$ cat src/wdt_pkg.sv
package wdt_pkg;

  localparam int unsigned CNT_W      = 64;
  localparam int unsigned SLOT_W     = 3;
  localparam int unsigned MS_W       = 32;
  localparam int unsigned TPS_W      = 32;
  localparam int unsigned CFG_IDX_W  = 2;
  localparam int unsigned CFG_DATA_W = 64;
  localparam int unsigned TICKS_W    = 55;
  localparam int unsigned NUM_STAGES = 10;
  localparam int unsigned NUM_SLOTS_DEF = 8;

  typedef enum logic {
    OP_SET   = 1'b0,
    OP_CHECK = 1'b1
  } opcode_e;

  typedef enum logic [1:0] {
    ST_OK          = 2'd0,
    ST_TOO_LONG    = 2'd1,
    ST_BAD_READING = 2'd2
  } status_e;

  typedef enum logic [CFG_IDX_W-1:0] {
    CFG_COUNTER_BASE     = 2'd0,
    CFG_COUNTER_SPAN     = 2'd1,
    CFG_TICKS_PER_SECOND = 2'd2,
    CFG_COUNTS_DOWN      = 2'd3
  } cfg_reg_e;

  typedef struct packed {
    opcode_e             opcode;
    logic [SLOT_W-1:0]   slot;
    logic [CNT_W-1:0]    counter_reading;
    logic [MS_W-1:0]     timeout_ms;
  } in_item_t;

  typedef struct packed {
    status_e status;
    logic    expired;
  } out_item_t;

  typedef struct packed {
    logic              en;
    logic [SLOT_W-1:0] slot;
    logic [CNT_W-1:0]  data;
  } tbl_wr_t;

endpackage

$ cat src/wdt_slot_table.sv
module wdt_slot_table import wdt_pkg::*; #(
  parameter int unsigned NUM_SLOTS = NUM_SLOTS_DEF
) (
  input  logic              clk_i,
  input  logic              rst_ni,
  input  tbl_wr_t           wr_i,
  input  logic [SLOT_W-1:0] rd_slot_i,
  output logic [CNT_W-1:0]  rd_data_o
);

  localparam int unsigned IDX_W = (NUM_SLOTS > 1) ? $clog2(NUM_SLOTS) : 1;
  localparam int unsigned EXT_W = SLOT_W + IDX_W;

  logic [CNT_W-1:0] end_q [NUM_SLOTS];
  logic [EXT_W-1:0] wr_ext, rd_ext;
  logic [IDX_W-1:0] wr_idx, rd_idx;
  logic             wr_hit, rd_hit;

  assign wr_ext = {{IDX_W{1'b0}}, wr_i.slot};
  assign rd_ext = {{IDX_W{1'b0}}, rd_slot_i};
  assign wr_idx = wr_ext[IDX_W-1:0];
  assign rd_idx = rd_ext[IDX_W-1:0];
  assign wr_hit = wr_ext < EXT_W'(NUM_SLOTS);
  assign rd_hit = rd_ext < EXT_W'(NUM_SLOTS);

  always_ff @(posedge clk_i or negedge rst_ni) begin
    if (!rst_ni) begin
      for (int i = 0; i < int'(NUM_SLOTS); i++) begin
        end_q[i] <= '0;
      end
    end else if (wr_i.en && wr_hit) begin
      end_q[wr_idx] <= wr_i.data;
    end
  end

  // A slot outside the table reads as an end time of zero.
  assign rd_data_o = rd_hit ? end_q[rd_idx] : '0;

endmodule

$ cat config.mk
export PLATFORM = sky130hd
export DESIGN_NAME = wdt_slot_table
export DESIGN_NICKNAME = d
export VERILOG_FILES = /design/src/wdt_pkg.sv /design/src/wdt_slot_table.sv
export SDC_FILE = /design/constraint.sdc
export NUM_CORES = 1
export LEC_CHECK = 0
export BUFFER_PORTS_ARGS = -buffer_cell sky130_fd_sc_hd__buf_2
export CAP_MARGIN = 20
export CORE_ASPECT_RATIO = 1.5
export CORE_UTILIZATION = 35
export DETAILED_ROUTE_END_ITERATION = 8
export GPL_TIMING_DRIVEN = 0
export SLEW_MARGIN = 20
export SYNTH_ARGS = -nofsm -noshare
export SYNTH_HDL_FRONTEND = slang
export SYNTH_SLANG_ARGS = --single-unit
$ cat constraint.sdc
create_clock -name clk_i -period 1.96 [get_ports clk_i]
set_clock_uncertainty 0.15 [all_clocks]
set_input_delay 0.098 -clock clk_i [delete_from_list [all_inputs] [get_ports clk_i]]
set_output_delay 0.098 -clock clk_i [all_outputs]
set_load 0.05 [all_outputs]
Word level (Yosys, flattened, before mapping)
Index checks and enable logic that the tools add are counted.
- $mul: 0
- shift-type cells: 0
- muxes and demuxes: 7
- reduce and logical (&&, ||, !) cells: 2
- add/sub/neg operators: 0
- magnitude comparators: 5
- divide/modulo/power cells: 0
- bitwise gates (word level): 2
- equality and inequality tests: 0
- operator list (operator ; count):
    $bwmux W512 ; 1
    $mux W64 ; 4
    $bmux W64 S3 ; 1
    $demux W64 S3 ; 1
    $ge A4 B4 Y1 const B ; 2
    $lt A3 B4 Y1 const B ; 2
    $not A3 Y4 ; 2
    $lt A4 B1 Y1 const B ; 1
    $logic_and A1 B1 Y1 ; 2
- RAM bits: 0
- logic and storage cells: 24
- bits in latches: 0
- register bits: 512
- ROM bits: 0
- memories: 0
- output and inout bits: 64

Depth between registers and ports, before layout
Gate-level depths: netlist of the first run.
- word-level depth: 6
- mapped depth: 4
- depth with buffers taken out: 2

Worst setup path before layout of the first run
No wires, ideal clock.
- kind: in2out
- from: input port rd_slot_i[0]
- to: output port rd_data_o[0]
- path buffers: 2
- stages: 4
- data required time: 1.712 ns
- slack: 0.356 ns
- arrival: 1.356 ns
- cells stage by stage: buf_6 -> buf_4 -> mux4_2 -> mux2_2
- word-level cells in the longest chain between the ends: 5
- RTL lines (item ; line ; source):
    start, declared ; wdt_slot_table.sv:7 ; input logic [SLOT_W-1:0] rd_slot_i,
    $not A3 Y4 (not written as such) ; wdt_slot_table.sv:37 ; assign rd_data_o = rd_hit ? end_q[rd_idx] : '0;
    $bmux W64 S3 ; wdt_slot_table.sv:37 ;
    $mux W64 (not written as such) (2 in a row) ; wdt_slot_table.sv:37 ;
    $mux W64 * ; wdt_slot_table.sv:37 ;
    end, declared ; wdt_slot_table.sv:8 ; output logic [CNT_W-1:0] rd_data_o
Mark *: on every way between the ends. The rest lies on a longest branch, timed or not. The select of a mux whose other input is x is not followed.

Final worst setup path of the first run
- from: register end_q[159] (netlist bit)
- to: output port rd_data_o[31]
- word-level cells in the longest chain between the ends: 4
- RTL lines (item ; line ; source):
    start, declared ; wdt_slot_table.sv:14 ; logic [CNT_W-1:0] end_q [NUM_SLOTS];
    start signal, assigned by index ; wdt_slot_table.sv:32 ; end_q[wr_idx] <= wr_i.data;
    $bmux W64 S3 ; wdt_slot_table.sv:37 ;
    $mux W64 (not written as such) (2 in a row) ; wdt_slot_table.sv:37 ;
    $mux W64 ; wdt_slot_table.sv:37 ;
Every way passes these cells. The select of a mux whose other input is x is not followed.

==> results of run 1 <==
area by class of cell:
cell class	instances	area, sq um	area share
clock buffer	82	1580	0.0569
clock inverter	13	111	0.00400
timing repair buffer	214	2010	0.0721
sequential	512	12800	0.460
buffer	90	577	0.0207
multi-input combinational	712	9650	0.347
tap	870	1090	0.0391
worst reg2reg max path, cell delays in order, from the launching register on:
cell,delay (ns)
dfrtp_1,0.38
buf_4,0.13
buf_4,0.12
mux2_2,0.26
worst max path at each step:
stage	startpoint	to	slack (ns)	depth (start not counted)
after floorplan	rd_slot_i[0]	rd_data_o[0]	0.36	4
after global placement	rst_ni	end_q[277]$_DFFE_PN0P_	-9.38	1
after detailed placement	rd_slot_i[2]	rd_data_o[24]	-0.57	5
after CTS	end_q[495]$_DFFE_PN0P_	rd_data_o[47]	-0.26	3
after global routing	end_q[159]$_DFFE_PN0P_	rd_data_o[31]	-0.27	3
final	end_q[159]$_DFFE_PN0P_	rd_data_o[31]	-0.21	3
report_power, final:
| group | total (mW) | switching [mW] | internal [mW] |
|---|---|---|---|
| logic | 7.96 | 3.57 | 4.39 |
| registers | 14.0 | 1.10 | 12.9 |
| clock network | 9.80 | 4.14 | 5.66 |
| total | 31.8 | 8.81 | 23.0 |
placed cells by master (no fill, tap or decap), drive strengths merged:
master,count
and4bb,3
buf,224
bufinv,1
clkbuf,91
clkdlybuf4s15,6
clkinv,10
clkinvlp,1
dfrtp,512
dlygate4sd3,65
inv,1
mux2,576
mux4,128
nand4,1
nand4b,3
nor4b,1
through the flow:
| stage | setup WS, ns | cells | setup TNS [ns] | power [mW] |
|---|---|---|---|---|
| 2_1_floorplan | 0.356 | 1314 | 0 | 19.1 |
| 3_3_place_gp | -9.38 | 2317 | -4799.58 | 20.8 |
| 3_5_place_dp | -0.567 | 2322 | -39.32 | 21.2 |
| 4_1_cts | -0.255 | 2485 | -13.31 | 32.0 |
| 5_1_grt | -0.267 | 2493 | -14.56 | 33.2 |
| 6_report | -0.207 | 2493 | -10.98 | 31.8 |
routing by layer:
| layer | track usage | vias up | share of wire |
|---|---|---|---|
| li1 | - | 5489 | - |
| met2 | 0.319 | 199 | 0.53 |
| met4 | 0.0468 | 4 | 0.022 |
| met1 | 0.224 | 6837 | 0.41 |
| met5 | 0 | - | 0.00033 |
| met3 | 0.0239 | 78 | 0.034 |
what timing repair did:
action	4_1_cts	5_1_grt
cloned	0	0
hold buffers	64	1
gates resized for setup	198	24
buffers inserted	4	7
hold endpoints to repair	752	130
setup endpoints to repair	64	64
cell families after synthesis:
kind of cell / after synthesis / synth area share
simple gates: 8 / 0.00346
buf+inv: 90 / 0.0228
mux: 704 / 0.411
flops: 512 / 0.562
==> flow_summary.json, run 1 <==
{
  "status": "finished, violations left",
  "violations": "negative hold slack, negative setup slack",
  "crit_path_max_fanout": 2,
  "r2r-start": "end_q[143]$_DFFE_PN0P_",
  "largest_reg_flops": 512,
  "core_sq_um": 64500,
  "final_nets": 1654,
  "antenna-diode-count": 0,
  "cts_root_buf": "clkbuf_16",
  "syn-num-nets": 1387,
  "layout-drive-gt1-share": 0.632,
  "ys.flop_type": "dfrtp_1",
  "drt_wl_total_um": 57100,
  "worstPathRequired_ns": 1.71,
  "ys_types": 12,
  "power.density_nw_per_um2": 1140,
  "rr_worst_depth": 3,
  "critPathTopFamily": "multiplexers",
  "syn_area_sq_um": 22800,
  "reg2reg_slack_ns": 0.82,
  "clock_latency_ns": 0.58,
  "rsz0062_at_grt": "true",
  "cts_buffers": 51,
  "drt-pass1-iter-count": 4,
  "slowest_stage": "mux4_2",
  "synthCells": 1314,
  "worst_hold_slack_ns": -0.632,
  "hold_class": "in2async",
  "cts_tree": "done",
  "ys_ff_latch": 512,
  "drt_iter0_drc": 649,
  "cts-htree-levels": 2,
  "yosys_warnings": 0,
  "ant_nets": 0,
  "antenna_found_initial": 2,
  "gp_congestion": 0.722,
  "irDropWorstVdd_mv": 0.641,
  "top_register": "end_q",
  "r2r-end": "end_q[143]$_DFFE_PN0P_",
  "synth_common_cells": "mux2_2 (576), dfrtp_1 (512), mux4_2 (128)",
  "wire_per_inst_um": 22.9,
  "avgSynthCellArea_sq_um": 17.3,
  "drc_errors": 0,
  "postLayoutSetupSlackWorst_ns": -0.207,
  "cp.arrival_ns": 1.92,
  "hold_viol": 227,
  "synth_top_area_frac": 0.562,
  "cap_viol_max_count": 0,
  "top_regs": "end_q (512)",
  "crit_buf_inv": 1,
  "die_w_um": 210,
  "final_cell_area_sq_um": 27800,
  "synth.area.top_cells": "dfrtp_1 (56%), mux2_2 (28%), mux4_2 (13%)",
  "clock-sinks": 512,
  "fillerInstances": 5892,
  "ios": 137,
  "slew_violations": 0,
  "yosys.area.top_type": "dfrtp_1",
  "syn_to_final_growth_pct": 22.2,
  "crit_type": "reg2out",
  "end_kind": "output pin",
  "start_kind": "flip-flop",
  "fmax_ghz": 0.461,
  "max_slew_margin": 0.389,
  "grt_overflow": 0,
  "max_stage_delay_ns": 0.48,
  "min_period_over_period": 1.11,
  "port_buffers": 133,
  "die_area_sq_um": 66100,
  "worstMarginPinSlew_ns": 0.917,
  "path_cells": "mux4_2, mux2_4, buf_6",
  "clk_path_buf_depth": 3,
  "clkTransAtPathRegs_ns": 0.06,
  "async_reset_ff_frac": 1.00,
  "timing.final.crit_period_ns": 2.17,
  "p_leak_nw": 11.9,
  "die_h_um": 314,
  "grtUsageTotal": 0.178,
  "vias_per_cell": 5.06,
  "placed_cell_area_sq_um": 24700,
  "rows": 114,
  "grt_max_degree": 98,
  "ys_seq_area_frac": 0.562,
  "start_util": 0.353,
  "grt_pass1_wl_um": 88700,
  "setup_viol": 64,
  "grt_pass1_vias": 14300,
  "num_vias": 12600,
  "fin_util": 0.432,
  "dp_hpwl_um": 37800,
  "synth_edf_count": 0,
  "yosysMostFrequentCell": "mux2_2"
}
Power figures use the tool's default switching activity.
==> run 2: changes to the inputs <==
- BUFFER_PORTS_ARGS: -buffer_cell sky130_fd_sc_hd__buf_2 -> -buffer_cell sky130_fd_sc_hd__buf_4
==> run 2 against run 1 <==
The run still ends with negative hold slack, negative setup slack left. Power grew 1.2%. Sequential cell count is the same. Non-clock buffer count grew 12. Clock-buffer cell count shrank 2. Sequential power is essentially flat. Sequential share of layout area shrank 0.65 points. Worst hold slack gained 0.53 ns. First-iteration DRC count shrank 14%.
==> flow_summary.json, run 2 (synthesis results as in run 1) <==
{
  "end_kind": "output pin",
  "r2r-start": "end_q[143]$_DFFE_PN0P_",
  "clkTransAtPathRegs_ns": 0.06,
  "port_buffers": 133,
  "grt_pass1_vias": 14100,
  "layout-drive-gt1-share": 0.635,
  "drt-pass1-iter-count": 4,
  "syn_to_final_growth_pct": 23.9,
  "combPwrFrac": 0.250,
  "clock_latency_ns": 0.56,
  "ant_nets": 0,
  "cts_buffers": 50,
  "reg2reg_slack_ns": 0.81,
  "drc_errors": 0,
  "netSwitchingFraction": 0.270,
  "cts-htree-levels": 2,
  "drt_iter0_drc": 559,
  "num_vias": 12700,
  "critPathTopFamily": "multiplexers",
  "layout_commonest_cell": "mux2_2",
  "worst_hold_slack_ns": -0.0982,
  "die_w_um": 210,
  "fillerInstances": 5838,
  "rows": 114,
  "top_regs": "end_q (512)",
  "dp_hpwl_um": 37200,
  "hold_viol": 161,
  "cts_root_buf": "clkbuf_16",
  "cp.arrival_ns": 1.90,
  "p_switching_mw": 8.69,
  "mostFrequentLayoutCells": "mux2_2 (520), dfrtp_1 (512), mux4_2 (128), buf_4 (93), dlygate4sd3_1 (65)",
  "setup_viol": 64,
  "grt_overflow": 0,
  "wire_per_inst_um": 22.7,
  "p_leak_nw": 12.1,
  "grt_pass1_wl_um": 87900,
  "min_period_over_period": 1.10,
  "antenna-diode-count": 0,
  "max_slew_margin": 0.388,
  "max_stage_delay_ns": 0.51,
  "gp_congestion": 0.711,
  "rr_worst_depth": 3,
  "ios": 137,
  "clkPwrFrac": 0.315,
  "clk_path_buf_depth": 3,
  "power.share.sequential": 0.435,
  "drt_wl_total_um": 56600,
  "final_nets": 1665,
  "worstPathRequired_ns": 1.71,
  "r2r-end": "end_q[143]$_DFFE_PN0P_",
  "grt_max_degree": 104,
  "grtUsageTotal": 0.176,
  "crit_buf_inv": 1,
  "multi_input_area_sq_um": 9660,
  "irDropWorstVdd_mv": 0.602,
  "register_area_sq_um": 12800,
  "hold_class": "in2async",
  "dp_slack_ns": -0.601,
  "cts_tree": "done",
  "die_h_um": 314,
  "largest_reg_flops": 512,
  "top_register": "end_q",
  "crit_type": "reg2out",
  "slowest_stage": "mux4_2",
  "start_util": 0.353,
  "die_area_sq_um": 66100,
  "path_cells": "mux4_2, mux2_4, buf_6",
  "clock-sinks": 512,
  "vias_per_cell": 5.09,
  "status": "finished, violations left",
  "rsz0062_at_grt": "true",
  "power.density_nw_per_um2": 1140,
  "cap_viol_max_count": 0,
  "start_kind": "flip-flop",
  "violations": "negative hold slack, negative setup slack",
  "crit_path_max_fanout": 2,
  "postLayoutSetupSlackWorst_ns": -0.189,
  "antenna_found_initial": 2,
  "core_sq_um": 64500,
  "fmax_ghz": 0.465,
  "p_int_mw": 23.5,
  "timing.final.crit_period_ns": 2.15,
  "slew_violations": 0,
  "worstMarginPinSlew_ns": 0.917
}
[run 2: cell types whose count changed in the layout (fill, tap and decap cells not counted), sizes merged]
cell      previous run  this run
buf                224       236
clkinv              10         3
bufinv               1         5
clkbuf              91        89
clkinvlp             1         0
inv                  1         2
[run 2: worst max-delay path by stage]
| stage | from | endpoint | depth (start not counted) |
|---|---|---|---|
| floorplan | rd_slot_i[0] | rd_data_o[0] | 4 |
| global placement | rst_ni | end_q[81]$_DFFE_PN0P_ | 1 |
| detailed placement | rd_slot_i[2] | rd_data_o[51] | 5 |
| CTS | end_q[175]$_DFFE_PN0P_ | rd_data_o[47] | 3 |
| global route | end_q[192]$_DFFE_PN0P_ | rd_data_o[0] | 3 |
| finish | end_q[175]$_DFFE_PN0P_ | rd_data_o[47] | 3 |
[run 2: per-layer routing]
layer  wire length, um  GRT usage  part of all wire
met4              1140     0.0421             0.020
met2             29900      0.316              0.53
met3              1680     0.0236             0.030
met5                22          0           0.00039
met1             23900      0.223              0.42
[run 2: tightest hold or removal path, cell delays in order]
cell and delay, ns:
buf_8 0.07, buf_12 0.09, buf_12 0.09, buf_12 0.09, buf_12 0.08, buf_12 0.08, buf_12 0.11, buf_16 0.27
[run 2: repair_timing]
action | in CTS | in global routing
hold buffers | 71 | 1
pin swaps | 0 | 0
hold endpoints to repair | 721 | 83
setup buffers | 3 | 13
setup endpoints to repair | 64 | 64
resized for setup | 136 | 23
[run 2: through the flow]
step                power [mW]  area [sq um]   util  cells  TNS (ns)
floorplan                 19.1         22800      -   1314         0
global route              33.6         28200  0.438   2500    -13.68
finish                    32.2         28200  0.438   2500    -10.01
global placement          21.0         24900  0.386   2317  -2333.41
CTS                       32.4         28000  0.435   2486    -12.62
detailed placement        21.4         25000  0.388   2322    -25.92
[run 2: final cells by class]
| cell class | count | area share |
|---|---|---|
| clock buffer | 80 | 0.0551 |
| clock inverter | 10 | 0.00656 |
| timing repair buffer | 226 | 0.0834 |
| multi-input combinational | 712 | 0.342 |
| sequential | 512 | 0.454 |
| tap | 870 | 0.0386 |
| buffer | 90 | 0.0205 |
[run 2: power by group through the flow]
stage          Sequential [mW]  Combinational (mW)  Clock (mW)
4_1_cts                   14.0                8.02        10.4
3_5_place_dp              14.2                7.26           0
2_1_floorplan             13.8                5.35           0
3_3_place_gp              14.0                7.05           0
5_1_grt                   14.3                8.57        10.8
6_report                  14.0                8.05        10.1
==> run 3: changes to the inputs <==
- CORE_ASPECT_RATIO: 1.5 -> 0.5
==> run 3 against run 2 <==
The flow still finishes with violations (negative hold slack, negative setup slack). Sequential share of layout area is 0.29 points higher. Fmax is 0.43% lower. Sequential power hardly changed. Combinational power is 2% lower. Setup slack worse by 0.0093 ns. Clock-buffer cell count is 7 lower. Critical path depth stayed put. Worst hold slack worse by 0.022 ns. Via count is 1.4% lower. Register-to-register slack better by 0.02 ns. Critical path type unchanged. Largest cell class unchanged. Largest power group unchanged.
==> flow_summary.json, run 3 (synthesis results as in run 1) <==
{
  "dp_hpwl_um": 33600,
  "die_w_um": 363,
  "worstMarginPinSlew_ns": 1.06,
  "wire_per_inst_um": 21.7,
  "drt_wl_total_um": 54300,
  "slew_violations": 0,
  "max_slew_margin": 0.292,
  "final_nets": 1663,
  "min_period_over_period": 1.10,
  "core_sq_um": 63700,
  "worstPathRequired_ns": 1.71,
  "endpoint": "rd_data_o[1]",
  "setup_viol": 64,
  "violations": "negative hold slack, negative setup slack",
  "clkTransAtPathRegs_ns": 0.07,
  "top_regs": "end_q (512)",
  "p_switching_mw": 8.69,
  "rows": 65,
  "final_cell_area_sq_um": 28100,
  "layout-drive-gt1-share": 0.636,
  "hold_viol": 47,
  "drt-pass1-iter-count": 4,
  "cts_root_buf": "clkbuf_16",
  "combPwrFrac": 0.249,
  "antenna_found_initial": 1,
  "postLayoutSetupSlackWorst_ns": -0.199,
  "end_kind": "output pin",
  "worst_hold_slack_ns": -0.120,
  "ant_nets": 0,
  "die_area_sq_um": 66200,
  "startpoint": "end_q[129]$_DFFE_PN0P_",
  "grtUsageTotal": 0.167,
  "p_leak_nw": 12.0,
  "r2r-end": "end_q[156]$_DFFE_PN0P_",
  "largest_reg_flops": 512,
  "syn_to_final_growth_pct": 23.1,
  "clkPwrFrac": 0.312,
  "power.density_nw_per_um2": 1130,
  "power.share.sequential": 0.439,
  "p_int_mw": 23.1,
  "cts-htree-levels": 2,
  "start_util": 0.358,
  "grt_pass1_vias": 13700,
  "hold_class": "in2async",
  "mostFrequentLayoutCells": "mux2_2 (531), dfrtp_1 (512), mux4_2 (128), buf_4 (97), dlygate4sd3_1 (65)",
  "vias_per_cell": 5.02,
  "irDropWorstVdd_mv": 0.605,
  "hold_buffers": 65,
  "placed_cell_area_sq_um": 25000,
  "antenna-diode-count": 0,
  "grt_overflow": 0,
  "crit_path_max_fanout": 2,
  "rsz0062_at_grt": "true",
  "drt_iter0_drc": 673,
  "cap_viol_max_count": 0,
  "cts_tree": "done",
  "gp_congestion": 0.738,
  "clock-sinks": 512,
  "r2r-start": "end_q[156]$_DFFE_PN0P_",
  "clock_latency_ns": 0.57,
  "die_h_um": 182,
  "grt_max_degree": 98,
  "netSwitchingFraction": 0.273,
  "fmax_ghz": 0.463,
  "grt_pass1_wl_um": 84100,
  "clk_path_buf_depth": 3,
  "rr_worst_depth": 3,
  "layout_commonest_cell": "mux2_2",
  "cts_buffers": 50,
  "reg2reg_slack_ns": 0.83,
  "ios": 137,
  "drc_errors": 0,
  "cp.arrival_ns": 1.91,
  "crit_type": "reg2out",
  "fillerInstances": 5671,
  "top_register": "end_q",
  "start_kind": "flip-flop",
  "timing.final.crit_period_ns": 2.16,
  "num_vias": 12500,
  "status": "finished, violations left",
  "port_buffers": 133,
  "finalPower_mw": 31.8
}
run 3: changes by cell type in the layout (fill, tap and decap cells not counted), moves of 4 or more:
cell,delta
mux2_2,+11
mux2_4,-11
buf_12,-7
clkinv_2,+7
buf_4,+4
clkbuf_1,-4
run 3: what timing repair did:
action,in CTS,in global routing
resized for setup,127,17
buffers inserted,6,14
endpoints found under the setup margin,64,64
hold endpoints to repair,782,47
run 3: through the flow:
| stage | TNS [ns] | utilization | setup slack, ns | hold WS, ns | instances |
|---|---|---|---|---|---|
| final | -9.89 | 0.441 | -0.199 | -0.120 | 2499 |
| after global routing | -13.49 | 0.441 | -0.238 | -0.102 | 2499 |
| after CTS | -11.99 | 0.438 | -0.225 | -0.110 | 2485 |
| after detailed placement | -45.34 | 0.393 | -0.635 | -0.0946 | 2324 |
| after global placement | -2611.57 | 0.391 | -5.09 | 0.250 | 2318 |
| after floorplan | 0 | - | 0.356 | -0.348 | 1314 |
run 3: layer usage:
layer  global-route usage  wire (um)  up-vias
li1                     -          -     5521
met1                0.232      25100     6832
met2                0.278      26700      128
met3               0.0281       1780       53
met4               0.0273        653        0
met5                    0          0        -
run 3: worst min path at each step:
| stage | from | endpoint | slack (ns) | cells after the start |
|---|---|---|---|---|
| after floorplan | rst_ni | end_q[0]$_DFFE_PN0P_ | -0.35 | 0 |
| after global placement | wr_i[45] | end_q[365]$_DFFE_PN0P_ | 0.25 | 2 |
| after detailed placement | rst_ni | end_q[337]$_DFFE_PN0P_ | -0.09 | 1 |
| after global routing | rst_ni | end_q[337]$_DFFE_PN0P_ | -0.10 | 2 |
| final | rst_ni | end_q[337]$_DFFE_PN0P_ | -0.12 | 2 |
| after CTS | rst_ni | end_q[337]$_DFFE_PN0P_ | -0.11 | 2 |
run 3: cell type report:
| type | instances | area (sq um) | share of cell area |
|---|---|---|---|
| Buffer | 90 | 569 | 0.0203 |
| Clock buffer | 73 | 1490 | 0.0530 |
| Clock inverter | 17 | 204 | 0.00727 |
| Multi-Input combinational cell | 712 | 9620 | 0.343 |
| Sequential cell | 512 | 12800 | 0.457 |
| Tap cell | 871 | 1090 | 0.0388 |
| Timing Repair Buffer | 224 | 2270 | 0.0810 |
run 3: power by group through the flow:
stage                     combinational, mW  sequential, mW  clock, mW
after detailed placement               7.15            14.1          0
after global routing                   8.41            14.3       10.6
final                                  7.91            14.0       9.92
after floorplan                        5.35            13.8          0
after CTS                              7.86            14.0       10.2
after global placement                 6.97            14.1          0
run 3: critical path, cell delays in order (launching register included):
cell,delay (ns)
dfrtp_1,0.39
mux4_2,0.48
mux2_4,0.31
buf_6,0.16
